<file path="config.mk">
export PLATFORM = sky130hd
export DESIGN_NAME = fcc_ram
export DESIGN_NICKNAME = d
export VERILOG_FILES = /design/src/hdl/fcc_ram.sv
export SDC_FILE = /design/constraint.sdc
export NUM_CORES = 1
export LEC_CHECK = 0
export ABC_AREA = 1
export BUFFER_PORTS_ARGS = -buffer_cell sky130_fd_sc_hd__buf_4
export CAP_MARGIN = 20
export CELL_PAD_IN_SITES_DETAIL_PLACEMENT = 0
export CELL_PAD_IN_SITES_GLOBAL_PLACEMENT = 1
export CORE_MARGIN = 5
export CORE_UTILIZATION = 37
export CTS_BUF_LIST = sky130_fd_sc_hd__clkbuf_16
export CTS_CLUSTER_DIAMETER = 50
export CTS_CLUSTER_SIZE = 24
export DETAILED_ROUTE_END_ITERATION = 10
export PLACE_DENSITY_LB_ADDON = 0.1
export RECOVER_POWER = 25
export SYNTH_ARGS = -nofsm -noshare
export SYNTH_HDL_FRONTEND = slang
export SYNTH_SLANG_ARGS = --single-unit
</file>
<file path="constraint.sdc">
create_clock -name clk -period 5.4 [get_ports clk]
set_clock_uncertainty 0.05 [all_clocks]
set_input_delay 0.54 -clock clk [delete_from_list [all_inputs] [get_ports clk]]
set_output_delay 0.54 -clock clk [all_outputs]
set_load 0.005 [all_outputs]
</file>
<file path="src/hdl/fcc_ram.sv">
// ----------------------------------------------------------------------------
// fcc_ram: generic simple dual-port RAM
// One write port, one read port, registered read data (old data on collision).
// ----------------------------------------------------------------------------
`default_nettype none

module fcc_ram #(
  parameter int WIDTH = 8,
  parameter int DEPTH = 64,
  localparam int ADDR_W = (DEPTH > 1) ? $clog2(DEPTH) : 1
) (
  input  wire logic              clk,
  input  wire logic              we,
  input  wire logic [ADDR_W-1:0] waddr,
  input  wire logic [WIDTH-1:0]  wdata,
  input  wire logic [ADDR_W-1:0] raddr,
  output logic      [WIDTH-1:0]  rdata
);

  logic [WIDTH-1:0] mem [DEPTH];

  always_ff @(posedge clk) begin
    if (we) begin
      mem[waddr] <= wdata;
    end
    rdata <= mem[raddr];
  end

endmodule

`default_nettype wire

</file>
==> qor_table.md <==
| Result | Value | Unit |
| --- | --- | --- |
| Proportion of synthesized chip area in sequential cells | 72.8 | % |
| Overall track demand over capacity in global routing | 19.2 | % |
| Largest net degree at the start of global routing | 141 | - |
| Die Span Y | 250 | µm |
| Met2 track demand over resource | 29.3 | % |
| Fraction of final layout cells with drive strength greater than 1 | 7.56 | % |
| Number of vias per cell | 5.15 | - |
| Mapped Avg Cell Area | 11.8 | µm² |
| Post-synthesis share of cell area spent on full adders, half adders and majority gates | 0 | % |
| Core area | 57400 | µm² |
| Die footprint | 62600 | µm² |
| Remaining max-slew budget at the tightest pin | -161 | % |
| Post-CTS setup buffer count | 0 | - |
| Leakage | 8.39 | nW |
| Main combinational cell family by area after synthesis | simple AND/OR/NAND/NOR gates | - |
| Number of logic stages on the critical path including buffering | 1 | - |
| Min setup slack post-route | 1.89 | ns |
| Commonest non-fill, non-tap cell in the layout | nand2_1 | - |
| Worst Reg-to-Reg Cells | 8 | - |
| Drt pass-1 iters | 5 | - |
| Vias in the first global route | 12800 | - |
| IO buf count | 29 | - |
| Clock Sinks | 520 | - |
| Width of the chip | 250 | µm |
| Total detailed-routing wirelength | 61.6 | mm |
| Cell-by-cell listing of the critical path | clkbuf_1 | - |
| Share of the synthesized area in compound gates (AO/OA/AOI/OAI) | 0 | % |
| Design Power | 0.00907 | W |
| Post-DP HPWL | 34.0 | mm |
| Peak supply drop | 0.250 | mV |
| Multiplexer share of the synthesized area | 0 | % |
| Post-route DRC violation count | 0 | - |
| Number of failing setup endpoints in the final timing report | 0 | - |
| FP Rows | 88 | - |
| Final-layout setup total negative slack | 0 | ns |
| Grt peak-use layer | met2 | - |
| Result of the run | complete, but fails checks | - |
| Area share of the largest cell type after synthesis | 72.0 | % |
| Initial DRC count | 1096 | - |
| Layout area overhead | 11.5 | % |
| Syn Std Cell Area | 21300 | µm² |
| Slew at the pin with the worst max-slew slack | 3.91 | ns |
| Peak per-stage delay on the critical path | 2.68 | ns |
| Area fraction in and, or, nand and nor cells after synthesis | 23.2 | % |
| Worst setup slack after placement | 1.92 | ns |
| Hold_buf cts | 0 | - |
| Critical Path Fanout Max | 64 | - |
| Final number of hold-violating endpoints | 0 | - |
| Leading cell types in the layout, fill and taps excluded | nand2_1 (648), edfxtp_1 (512), nand3_1 (439), nor2_1 (56), clkbuf_16 (55) | - |
| Clock Latency Late Sink | 0.61 | ns |
| Arr. time, crit path | 3.30 | ns |
| Max-cap violation count | 7 | - |
| Kind of path behind the tightest hold check | input port to register | - |
| Final critical-path share of the clock period | 65.1 | % |
| TritonCTS clock tree | built | - |
| Cell with the biggest individual delay on the critical path | clkbuf_1 | - |
| Failing checks | max-capacitance violations, max-slew violations | - |
| Dominant cell type by area after synthesis | edfxtp_1 | - |
| Cell family contributing the most delay on the critical path | buffers and inverters | - |
| Number of inserted filler cells in the final layout | 5464 | - |
| Clock slew seen by the registers of the worst setup and hold paths | 0.06 | ns |
| IO Pins | 30 | - |
| Count of unique library cells instantiated by Yosys | 16 | - |
| Number of standard cells after synthesis | 1805 | - |
| Power per Cell Area | 381 | nW/µm² |
| Number of nets in the layout | 1817 | - |
| Final weighted congestion of routability-driven global placement | 0.757 | - |
| Number of synthesized register bits | 520 | - |
| RSZ-0062 raised after global routing | no | - |
| Layout Utilization | 41.5 | % |
| Total nets after synthesis | 1827 | - |
| Met1 global-route usage | 28.6 | % |
| CTS Buf Count | 54 | - |
| Number of gates resized after cts | 0 | - |
| Global route overflow | 0 | - |
| WL per Instance | 23.6 | µm |
| Initial cell density of the core | 37.2 | % |
| Met3 track demand over resource in global routing | 3.25 | % |
| Synth Area in XOR/XNOR | 0 | % |
| CTS max path bufs | 3 | - |
| Worst setup path class | input port to register | - |
| Via count | 13400 | - |
| Number of instances on the worst hold path | 3 | - |
| Wire length of the first global-routing pass | 90.0 | mm |
| H-Tree Depth | 2 | - |
| Startpoint Class | input port | - |
| Final max-slew violation count | 455 | - |
| Data required time of the critical path | 5.18 | ns |
| CTS root buffer | clkbuf_16 | - |
| Top post-synthesis cells by area | edfxtp_1 (72%), nand2_1 (11%), nand3_1 (10%) | - |
| Clock period minus final worst setup slack | 3.51 | ns |
| Nature of the critical path endpoint | register | - |
| Count of yosys warnings during synthesis | 0 | - |
| Initial antenna violation count | 3 | - |
| Buffer and inverter count on the worst path | 1 | - |
| Antenna-violating nets left | 0 | - |
| F_max | 285 | MHz |
## worst register-to-register path: cells and delay by family, from the launching register on
| family | cells | cell delay, ns |
|---|---|---|
| flip-flops | 1 | 0.38 |
| AND/OR/NAND/NOR | 8 | 1.04 |
## synthesized netlist by cell type (all sizes together)
library cell and instances:
buf 98, clkbuf 15, dfxtp 8, edfxtp 512, inv 12, nand2 648
nand3 439, nand4 9, nor2 56, nor4 8
## stage by stage
step / std cells / area [µm²] / hold WS (ns)
detailed placement: 2504 / 21900 / 0.732
floorplan: 1805 / 21300 / 0.589
finish: 2606 / 23800 / 0.212
global route: 2605 / 23800 / 0.213
global placement: 2504 / 21900 / 0.759
CTS: 2604 / 23800 / 0.170
## worst paths after layout
kind               from          to  slack (ns)
max            wdata[6]  mem[54][6]        1.89
min            raddr[5]    rdata[3]        0.21
max reg2reg  mem[53][5]    rdata[5]        3.83
min reg2reg  mem[20][1]    rdata[1]        0.75
## power breakdown
| part | total (W) | leakage [nW] | internal (W) | switching, W |
|---|---|---|---|---|
| registers | 0.00450 | 4.67 | 0.00448 | 0.0000210 |
| logic | 0.000530 | 2.79 | 0.000120 | 0.000410 |
| clock network | 0.00404 | 0.931 | 0.00234 | 0.00171 |
| total | 0.00907 | 8.39 | 0.00693 | 0.00214 |
## flip-flops by register name, summed over array words and instances, names as in the netlist
| name | flops |
|---|---|
| mem | 512 |
| rdata | 8 |
## routing by layer
metal | up-vias | share of wire (%)
li1 | 6342 | -
met1 | 6651 | 47
met2 | 342 | 45
met3 | 78 | 5.3
met4 | 2 | 2.1
met5 | - | 0.021
## cell type report
class | instances | area (µm²) | area share (%)
Clock buffer | 55 | 1380 | 5.79
Sequential cell | 520 | 15500 | 65.3
Timing Repair Buffer | 47 | 345 | 1.45
Tap cell | 765 | 957 | 4.02
Antenna cell | 2 | 5.00 | 0.0210
Inverter | 12 | 55.1 | 0.231
Clock inverter | 45 | 563 | 2.37
Multi-Input combinational cell | 1160 | 4950 | 20.8
## kinds of logic after synthesis
family / after synthesis
AND/OR/NAND/NOR: 1160
buffers and inverters: 125
flip-flops: 520
Power figures use the tool's default switching activity.
