`src/hdl/fcc_pkg.sv`:
```
// ----------------------------------------------------------------------------
// fcc_pkg: shared types and constants for the chunk cache lookup
// Field widths, default depth and the structs passed between the modules.
// ----------------------------------------------------------------------------
`default_nettype none

package fcc_pkg;

  localparam int SLOTS_DEFAULT = 64;
  localparam int POS_W         = 32;
  localparam int SLOT_W        = 6;
  localparam int CAP_W         = 7;

  localparam logic [CAP_W-1:0] CAP_RESET = 7'd64;

  typedef struct packed {
    logic signed [POS_W-1:0] x;
    logic signed [POS_W-1:0] y;
    logic signed [POS_W-1:0] z;
  } pos_t;

  localparam int TAG_W = $bits(pos_t);

  // lookup result from the tag array, index sized for the largest build
  typedef struct packed {
    logic        hit;
    logic [15:0] idx;
  } match_t;

  // replacement decision for a miss
  typedef struct packed {
    logic        evict;
    logic [15:0] where;
  } alloc_t;

endpackage

`default_nettype wire

```
`src/hdl/fcc_repl.sv`:
```
// ----------------------------------------------------------------------------
// fcc_repl: FIFO replacement control
// Capacity register, fill count and FIFO head, with the slot choice on a miss.
// ----------------------------------------------------------------------------
`default_nettype none

module fcc_repl #(
  parameter int SLOTS = fcc_pkg::SLOTS_DEFAULT,
  localparam int IDX_W  = (SLOTS > 1) ? $clog2(SLOTS) : 1,
  localparam int FILL_W = $clog2(SLOTS + 1)
) (
  input  wire logic                       clk,
  input  wire logic                       rst,
  input  wire logic                       cfg_wr,
  input  wire logic [fcc_pkg::CAP_W-1:0]  cfg_data,
  input  wire logic                       go,
  input  wire logic                       hit,
  output logic      [FILL_W-1:0]          fill_count,
  output fcc_pkg::alloc_t                 alloc,
  output logic      [IDX_W-1:0]           oldest_next
);

  localparam int CMP_W = (FILL_W > fcc_pkg::CAP_W) ? FILL_W : fcc_pkg::CAP_W;

  logic [fcc_pkg::CAP_W-1:0] capacity;
  logic [IDX_W-1:0]          oldest;
  logic [FILL_W-1:0]         fill_count_next;
  logic [CMP_W-1:0]          cap_lo;
  logic [CMP_W-1:0]          cap_eff;
  logic [CMP_W-1:0]          oldest_inc;
  logic                      full;
  logic [IDX_W-1:0]          where;

  // capacity of zero acts as one, above the depth acts as the depth
  always_comb begin
    cap_lo  = (capacity == '0) ? CMP_W'(1) : CMP_W'(capacity);
    cap_eff = (cap_lo > CMP_W'(SLOTS)) ? CMP_W'(SLOTS) : cap_lo;
    full    = CMP_W'(fill_count) >= cap_eff;
    where   = full ? oldest : fill_count[IDX_W-1:0];
    oldest_inc = CMP_W'(oldest) + CMP_W'(1);
  end

  always_comb begin
    alloc.evict = full;
    alloc.where = 16'(where);
  end

  always_comb begin
    oldest_next     = oldest;
    fill_count_next = fill_count;
    if (cfg_wr) begin
      oldest_next     = '0;
      fill_count_next = '0;
    end else if (go && !hit) begin
      if (full) begin
        oldest_next = (oldest_inc >= cap_eff) ? '0 : oldest_inc[IDX_W-1:0];
      end else begin
        fill_count_next = fill_count + FILL_W'(1);
      end
    end
  end

  always_ff @(posedge clk) begin
    if (rst) begin
      capacity   <= fcc_pkg::CAP_RESET;
      oldest     <= '0;
      fill_count <= '0;
    end else begin
      if (cfg_wr) begin
        capacity <= cfg_data;
      end
      oldest     <= oldest_next;
      fill_count <= fill_count_next;
    end
  end

endmodule

`default_nettype wire

```
`config.mk`:
```
export PLATFORM = sky130hd
export DESIGN_NAME = fcc_repl
export DESIGN_NICKNAME = d
export VERILOG_FILES = /design/src/hdl/fcc_pkg.sv /design/src/hdl/fcc_repl.sv
export SDC_FILE = /design/constraint.sdc
export NUM_CORES = 1
export LEC_CHECK = 0
export BUFFER_PORTS_ARGS = -buffer_cell sky130_fd_sc_hd__buf_4
export CAP_MARGIN = 15
export CORE_MARGIN = 3
export CORE_UTILIZATION = 47
export DETAILED_ROUTE_END_ITERATION = 8
export PLACE_DENSITY = 0.75
export SYNTH_ARGS = -nofsm -noshare
export SYNTH_HDL_FRONTEND = slang
export SYNTH_SLANG_ARGS = --single-unit
```
`constraint.sdc`:
```
create_clock -name clk -period 3.5 [get_ports clk]
set_input_delay 1.05 -clock clk [delete_from_list [all_inputs] [get_ports clk]]
set_output_delay 1.05 -clock clk [all_outputs]
set_load 0.01 [all_outputs]
```
==> metrics, run 1 <==
status=finished with violations; failing checks=setup timing; min Tclk post-route=~3.9 ns; setup slack after layout=-0.428 ns; Via density=5.72; HP Start=capacity[5]; post-synthesis sequential area ratio=0.272; grt total ovfl=0; Cell Area, Placed=between 0.0015 and 0.002 mm^2; gr usage total=0.258; Max Freq=between 0.2 and 0.3 GHz; vias in the first global route=roughly 1.6k; Reg clk slew, reported paths=about 0.13 ns; Synth Warn #=0; largest net degree at the start of global routing=21; Synth cell types=33; CP Max Fanout=5; Clock Tree Buf Depth=2; die span in y=between 60 and 70 um; Startpoint Class=flip-flop; Mapped Avg Cell Area=8.22 um^2; Nets=approximately 270; H-tree depth=1; chip width=62.0 um; DP Wirelength=2.89 mm; core area=0.00288 mm^2; final instance area=around 0.0023 mm^2; Setup Skew=0.0126 ns; EDFF count, synth=0; Port Buffer Count=31; Synth Flop Type=dfxtp_1; FF+latch count, synth=20; Slew Viols, Final=0; Final Setup Violations=11; drt drc=0; Fin. Hold Viols=0; RSZ-0062 raised after global routing=true; Synth area leaders=dfxtp_1 (27%), ha_1 (14%), buf_4 (5.6%), mux2i_1 (4.8%), o32ai_1 (4.8%); Ports=42; drt total wl=roughly 5.1 mm; Final period util=1.12; layout cells sized above 1=0.498; switching pwr=~0.15 mW; Max Cap Viol=0; antenna violations before repair=0; Peak VDD IR=0.215 mV; Post-synth top cells=dfxtp_1 (20), nor2_1 (18), ha_1 (16), nand2_1 (14); Place WS=-0.213 ns; total power draw=0.505 mW; P per Cell Area=216 mW/mm^2; FF-to-FF Start=oldest[1]; Iteration-0 DRC Markers=approximately 110; crit path capture type=primary output; crit path kind=flip-flop to primary output; sequential share of power=0.471; Clock Root Buffer=clkbuf_4; RePlAce Congestion=0.847; total number of vias=between 1.5k and 2k; ANT nets after route=0; antenna cells=0; Pint=approximately 0.36 mW; Hold Buf Count CTS=0; first-pass GRT wire length=slightly above 7 mm; CTS tree=built; final setup TNS=-2.58 ns; post-synthesis cell area=0.00147 mm^2; largest area contributor in the netlist=dfxtp_1; clock network power share=0.282; FFs w/ async S/R, synth=0; combinational share of power=0.247; Hold WC Path Type=flip-flop to flip-flop; Sw Ratio=0.292; leak pwr=approximately 1.0 nW; WP data required=between 2 and 2.5 ns; DR pass1 iterations=4; total CTS buffers=3; DR WL/cell=18.3 um; Syn-to-layout area delta=59.3%; total die area=~0.0038 mm^2; Starting Density=0.512; Clock Latency Late Sink=~0.32 ns; clk sinks=20; launching element of the worst setup path=oldest[1]; Mapped Cells=around 180; CP Data Arrival Time=2.88 ns; most frequent cell after synthesis=dfxtp_1; share of the synthesized area in the top cell type=0.272; Row Count=19
[flip-flops by register name, indices dropped and copies added, names as in the netlist]
name / count
fill_count: 7
oldest: 6
capacity: 7
[path summary, 6_finish.rpt]
kind,end,slack [ns],cells after the start
min,capacity[5],0.53,2
min reg2reg,capacity[5],0.53,2
max reg2reg,oldest[4],0.56,13
max,oldest_next[0],-0.43,11
[stage by stage]
stage | hold slack (ns) | instances | utilization
2_1_floorplan | 0.461 | 188 | -
3_3_place_gp | 0.479 | 257 | 0.628
3_5_place_dp | 0.483 | 257 | 0.628
4_1_cts | 0.511 | 272 | 0.734
5_1_grt | 0.558 | 281 | 0.815
6_report | 0.527 | 281 | 0.815
[power by group through the flow]
stage | clock network (mW) | registers [mW] | logic, mW
2_1_floorplan | 0 | 0.242 | 0.0606
3_3_place_gp | 0 | 0.242 | 0.0736
3_5_place_dp | 0 | 0.242 | 0.0770
4_1_cts | 0.139 | 0.237 | 0.0958
5_1_grt | 0.150 | 0.239 | 0.133
6_report | 0.142 | 0.238 | 0.125
[cell families (layout without fill, tap and decap cells)]
logic type,Yosys count,count (layout),share of synthesized area
compound gates,27,28,0.133
xor+xnor,7,7,0.0417
simple gates,66,66,0.218
mux,13,13,0.0935
other cells,1,10,0.00255
buf+inv,29,79,0.103
flops,20,20,0.272
fa+ha+maj,16,16,0.136
[worst max-delay path: stages (launching register included)]
cell and delay [ns]:
dfxtp_2 0.39, ha_4 0.19, nand3_2 0.10, xor2_2 0.25
inv_1 0.13, ha_4 0.24, and3_4 0.17, a221oi_4 0.34
o2111ai_4 0.22, mux2_4 0.35, nor2_4 0.08, buf_6 0.10
[repair_timing]
item | in CTS | in global routing
resized for setup | 33 | 38
endpoints found under the setup margin | 8 | 12
cloned | 1 | 1
pin swaps | 11 | 11
setup buffers | 10 | 8
[area by class of cell]
type / count / area, um^2
clock buffers: 4 / 36.3
fillers: 171 / 533
well taps: 42 / 52.6
flip-flops and latches: 20 / 413
repair buffers: 64 / 531
multi-input cells: 140 / 1270
inverters: 11 / 41.3
[routing by layer]
layer	share of wire	routed length [um]	global-route usage
met1	0.39	2020	0.276
met2	0.49	2540	0.439
met3	0.067	342	0.0640
met4	0.046	234	0.185
met5	0	0	0
[layout by cell type (no fill, tap or decap), types with 3 or more instances in the layout]
| cell type | instances |
|---|---|
| nand2_1 | 13 |
| nor3_1 | 3 |
| dfxtp_1 | 12 |
| inv_1 | 10 |
| buf_4 | 50 |
| mux2i_1 | 7 |
| conb_1 | 10 |
| nand4_1 | 3 |
| ha_4 | 6 |
| nand3_1 | 3 |
| nand2b_1 | 5 |
| ha_1 | 10 |
| o32ai_1 | 6 |
| nor2_1 | 15 |
| xnor2_1 | 4 |
| dfxtp_2 | 7 |
| buf_6 | 12 |
| clkbuf_4 | 3 |
| a21oi_1 | 3 |
| mux2_4 | 6 |
No activity file was read; power rests on OpenSTA's default activity.
==> inputs of run 2 (changes only) <==
Settings changed: SKIP_CTS_REPAIR_TIMING from default to 1.
==> metrics, run 2 (synthesis gave the netlist of run 1 again) <==
vias in the first global route=1378; grt total ovfl=0; clk sinks=20; delay-heaviest family, CP=simple AND/OR/NAND/NOR gates; largest net degree at the start of global routing=21; Clock Tree Buf Depth=2; CP endpoint=oldest_next[0]; antenna cells=0; Max stage delay on crit path=just under 0.4 ns; Starting Density=0.512; Hold WC Path Type=flip-flop to flip-flop; Levels on crit path=12; most frequent cells in the layout=buf_4 (51), nor2_1 (16), nand2_1 (13), dfxtp_1 (12); status=finished with violations; final setup TNS=-2.02 ns; failing checks=setup timing; HP Start=capacity[5]; Via density=approximately 5.6; leak pwr=0.996 nW; Iteration-0 DRC Markers=~150; Clock Latency Late Sink=~0.32 ns; sequential share of power=0.482; Max Freq=between 0.2 and 0.3 GHz; CP max stage cell=dfxtp_4; die span in y=around 62 um; min Tclk post-route=3.90 ns; total CTS buffers=3; crit path capture type=primary output; top flop regs=capacity: 7 flops, fill_count: 7 flops, oldest: 6 flops; Max Cap Viol=0; FF-to-FF Start=oldest[2]; CTS tree=built; crit path kind=flip-flop to primary output; Peak VDD IR=about 0.21 mV; Pint=0.349 mW; gr usage total=0.204; total die area=between 0.003 and 0.004 mm^2; Final Util=0.783; first-pass GRT wire length=~6 mm; clock network power share=0.288; drt total wl=between 4 and 5 mm; worst path cell trace=and3_4 -> nand3_2 -> xor2_1 -> inv_1 -> ha_4 -> and3_4 -> a221oi_2 -> buf_4 -> o2111ai_4 -> mux2_4 -> nor2_4 -> buf_6; Final period util=1.11; CP Data Arrival Time=2.85 ns; Setup Skew=0.00753 ns; Slew HR=0.627; antenna violations before repair=0; P per Cell Area=219 mW/mm^2; Worst Path Buf+Inv=3; Ports=between 40 and 50; Port Buffer Count=31; CP Max Fanout=5; H-tree depth=1; WP data required=2.45 ns; RePlAce Congestion=0.847; reg2reg end=oldest[1]; Sw Ratio=0.291; total number of vias=around 1.6k; Reg clk slew, reported paths=about 0.12 ns; Reg2Reg Depth=12; Hold Slack=around 0.52 ns; Final Setup Violations=6; Fin. Hold Viols=0; Clock Root Buffer=clkbuf_4; Worst Max-Slew Pin Slew=between 0.5 and 0.6 ns; switching pwr=between 0.1 and 0.15 mW; drt drc=0; leading cell type in the layout, fill and taps excluded=buf_4; layout cells sized above 1=0.464; DP Wirelength=just under 3 mm; reg2reg setup slack=roughly 0.73 ns; DR pass1 iterations=4; setup slack after layout=-0.402 ns; combinational share of power=0.231; launching element of the worst setup path=oldest[2]; most frequent CP cell=and3_4; Slew Viols, Final=0; Nets=between 200 and 300; chip width=between 60 and 70 um; ANT nets after route=0; DR WL/cell=between 15 and 20 um; total power draw=0.493 mW; RSZ-0062 raised after global routing=true; Row Count=19; Syn-to-layout area delta=53.1%; core area=0.00288 mm^2; Startpoint Class=flip-flop
-- run 2: changes by cell type in the layout (fill, tap and decap cells not counted), moves of 2 or more --
cell	change
buf_6	-4
dfxtp_2	-3
dfxtp_4	+3
o32ai_1	+2
o32ai_2	-2
-- run 2: routing by layer --
metal | track usage | up-vias | part of all wire
li1 | - | 719 | -
met1 | 0.253 | 744 | 0.40
met2 | 0.351 | 75 | 0.49
met3 | 0.0310 | 20 | 0.057
met4 | 0.0818 | 0 | 0.048
met5 | 0 | - | 0
-- run 2: cell type report --
| type | count | area (um^2) |
|---|---|---|
| Inverter | 11 | 41.3 |
| Multi-Input combinational cell | 140 | 1210 |
| Fill cell | 188 | 623 |
| Tap cell | 42 | 52.6 |
| Clock buffer | 4 | 36.3 |
| Sequential cell | 20 | 420 |
| Timing Repair Buffer | 60 | 488 |
-- run 2: worst min-delay path by stage --
| stage | slack, ns | cells after the start | to |
|---|---|---|---|
| after floorplan | 0.46 | 2 | capacity[0] |
| after global placement | 0.48 | 2 | capacity[0] |
| after detailed placement | 0.48 | 2 | capacity[0] |
| after CTS | 0.51 | 2 | capacity[0] |
| after global routing | 0.56 | 2 | capacity[5] |
| final | 0.52 | 2 | capacity[5] |
-- run 2: worst reg2reg max path, cell delays in order (launching register included) --
cell	delay [ns]
dfxtp_4	0.39
and3_4	0.19
nand3_2	0.09
xor2_1	0.24
inv_1	0.11
ha_4	0.22
and3_4	0.15
a221oi_2	0.26
buf_4	0.17
buf_4	0.12
o2111ai_2	0.18
buf_4	0.22
o32ai_1	0.32
-- run 2: per-stage QoR --
step	instances	cell area, um^2	setup slack, ns
2_1_floorplan	188	1530	0.0126
3_3_place_gp	257	1810	-0.131
3_5_place_dp	257	1810	-0.213
4_1_cts	261	1840	-0.564
5_1_grt	277	2250	-0.568
6_report	277	2250	-0.402
-- run 2: power groups by stage --
stage	Clock, mW	Combinational [mW]	Sequential [mW]
after floorplan	0	0.0606	0.242
after global placement	0	0.0736	0.242
after detailed placement	0	0.0770	0.242
after CTS	0.139	0.0774	0.237
after global routing	0.153	0.123	0.238
final	0.142	0.114	0.237
==> inputs of run 3 (changes only) <==
--- a/config.mk
+++ b/config.mk
@@ -10,5 +10,5 @@
 export CORE_MARGIN = 3
-export CORE_UTILIZATION = 47
+export CORE_UTILIZATION = 52
 export DETAILED_ROUTE_END_ITERATION = 8
-export PLACE_DENSITY = 0.75
+export PLACE_DENSITY = 0.79
 export SKIP_CTS_REPAIR_TIMING = 1
==> constraint.sdc (replaced) <==
create_clock -name clk -period 3.65 [get_ports clk]
set_input_delay 0 -clock clk [delete_from_list [all_inputs] [get_ports clk]]
set_output_delay 0 -clock clk [all_outputs]
set_load 0.01 [all_outputs]
==> metrics, run 3 (synthesis gave the netlist of run 1 again) <==
status=complete, no violations; Slew HR=0.568; Port Buffer Count=31; CP max stage cell=a221oi_1; most frequent cells in the layout=buf_4 (31), dfxtp_1 (20), nor2_1 (18), ha_1 (16), nand2_1 (14); CTS tree=built; total die area=0.00350 mm^2; leading cell type in the layout, fill and taps excluded=buf_4; Reg2Reg Depth=10; Final Setup Violations=0; Max Cap Viol=0; Reg clk slew, reported paths=approximately 0.11 ns; CP Max Fanout=9; Via density=around 5.4; Worst Path Buf+Inv=1; drt total wl=roughly 3.3 mm; first-pass GRT wire length=between 5 and 6 mm; Clock Latency Late Sink=approximately 0.30 ns; fillers=217; Peak VDD IR=0.265 mV; Hold Slack=0.0944 ns; DR WL/cell=13.5 um; vias in the first global route=between 1k and 1.5k; grt total ovfl=0; Clock Root Buffer=clkbuf_4; Startpoint Class=flip-flop; ANT nets after route=0; antenna violations before repair=0; Ports=42; antenna cells=0; RSZ-0062 raised after global routing=false; delay-heaviest family, CP=compound AO/OA/AOI/OAI gates; Nets=about 240; CP Data Arrival Time=about 3.2 ns; leak pwr=0.844 nW; die span in y=roughly 59 um; P per Cell Area=242 mW/mm^2; Levels on crit path=11; final instance area=0.00178 mm^2; Final period util=0.878; WHS Path Cells=3; layout cells sized above 1=0.211; largest net degree at the start of global routing=21; most frequent CP cell=ha_1; crit path capture type=primary output; Fin. Hold Viols=0; top flop regs=capacity: 7 flops, fill_count: 7 flops, oldest: 6 flops; total CTS buffers=3; Setup Skew=just under 0.005 ns; drt drc=0; DR pass1 iterations=4; min Tclk post-route=about 3.2 ns; clk sinks=20; Max Freq=about 0.31 GHz; Syn-to-layout area delta=21.1%; DP Wirelength=2.52 mm; Cell Area, Placed=0.00167 mm^2; Worst Max-Slew Pin Slew=0.648 ns; RePlAce Congestion=between 0.8 and 0.9; Row Count=18; Slew Viols, Final=0; Hold WC Path Type=input port to flip-flop; Max stage delay on crit path=0.39 ns; Clock Tree Buf Depth=2; gr usage total=0.195; worst path cell trace=ha_1 -> nor2b_1 -> or2_2 -> ha_1 -> a21oi_1 -> o21ai_0 -> a221oi_1 -> o2111ai_2 -> mux2_2 -> nor2_1 -> buf_4; crit path kind=flip-flop to primary output; chip width=around 60 um; Iteration-0 DRC Markers=44; total number of vias=1305; core area=between 0.002 and 0.003 mm^2; Starting Density=0.568; Final Util=0.688; H-tree depth=1; final setup TNS=0 ns; WP data required=~3.7 ns
run 3: through the flow:
| stage | cells | total power [mW] | setup slack (ns) |
|---|---|---|---|
| 2_1_floorplan | 188 | 0.288 | 1.11 |
| 3_3_place_gp | 231 | 0.296 | 0.897 |
| 3_5_place_dp | 231 | 0.299 | 0.823 |
| 4_1_cts | 235 | 0.429 | 0.453 |
| 5_1_grt | 243 | 0.449 | 0.206 |
| 6_report | 243 | 0.430 | 0.444 |
run 3: layout make-up:
type	instances	area, um^2	area share
inverter	11	41.3	0.0232
timing repair buffer	39	313	0.176
clock buffer	4	36.3	0.0204
multi-input combinational	139	953	0.535
sequential	20	400	0.225
tap	30	37.5	0.0211
run 3: final timing paths:
kind                from        endpoint  slack [ns]
min               cfg_wr     capacity[6]        0.09
min reg2reg  capacity[0]     capacity[0]        0.52
max            oldest[0]  oldest_next[0]        0.44
max reg2reg    oldest[0]       oldest[0]        0.81
run 3: worst min-delay path: cells and delay by family:
kind | cells | cell delay, ns
AOI/OAI and AO/OA | 1 | 0.08
buffers and inverters | 1 | 0.19
and+or+nand+nor | 1 | 0.08
run 3: power breakdown:
group          leakage, nW  switching (mW)  total (mW)  internal [mW]
Sequential           0.163         0.00389       0.227          0.224
Clock               0.0210          0.0684       0.129         0.0609
Combinational        0.660          0.0399      0.0737         0.0338
run 3: metal layers:
metal / track usage / vias up / share of wire
met5: 0 / - / 0
met4: 0.0485 / 0 / 0.0058
met3: 0.0479 / 2 / 0.053
met2: 0.329 / 37 / 0.48
met1: 0.248 / 592 / 0.46
li1: - / 674 / -
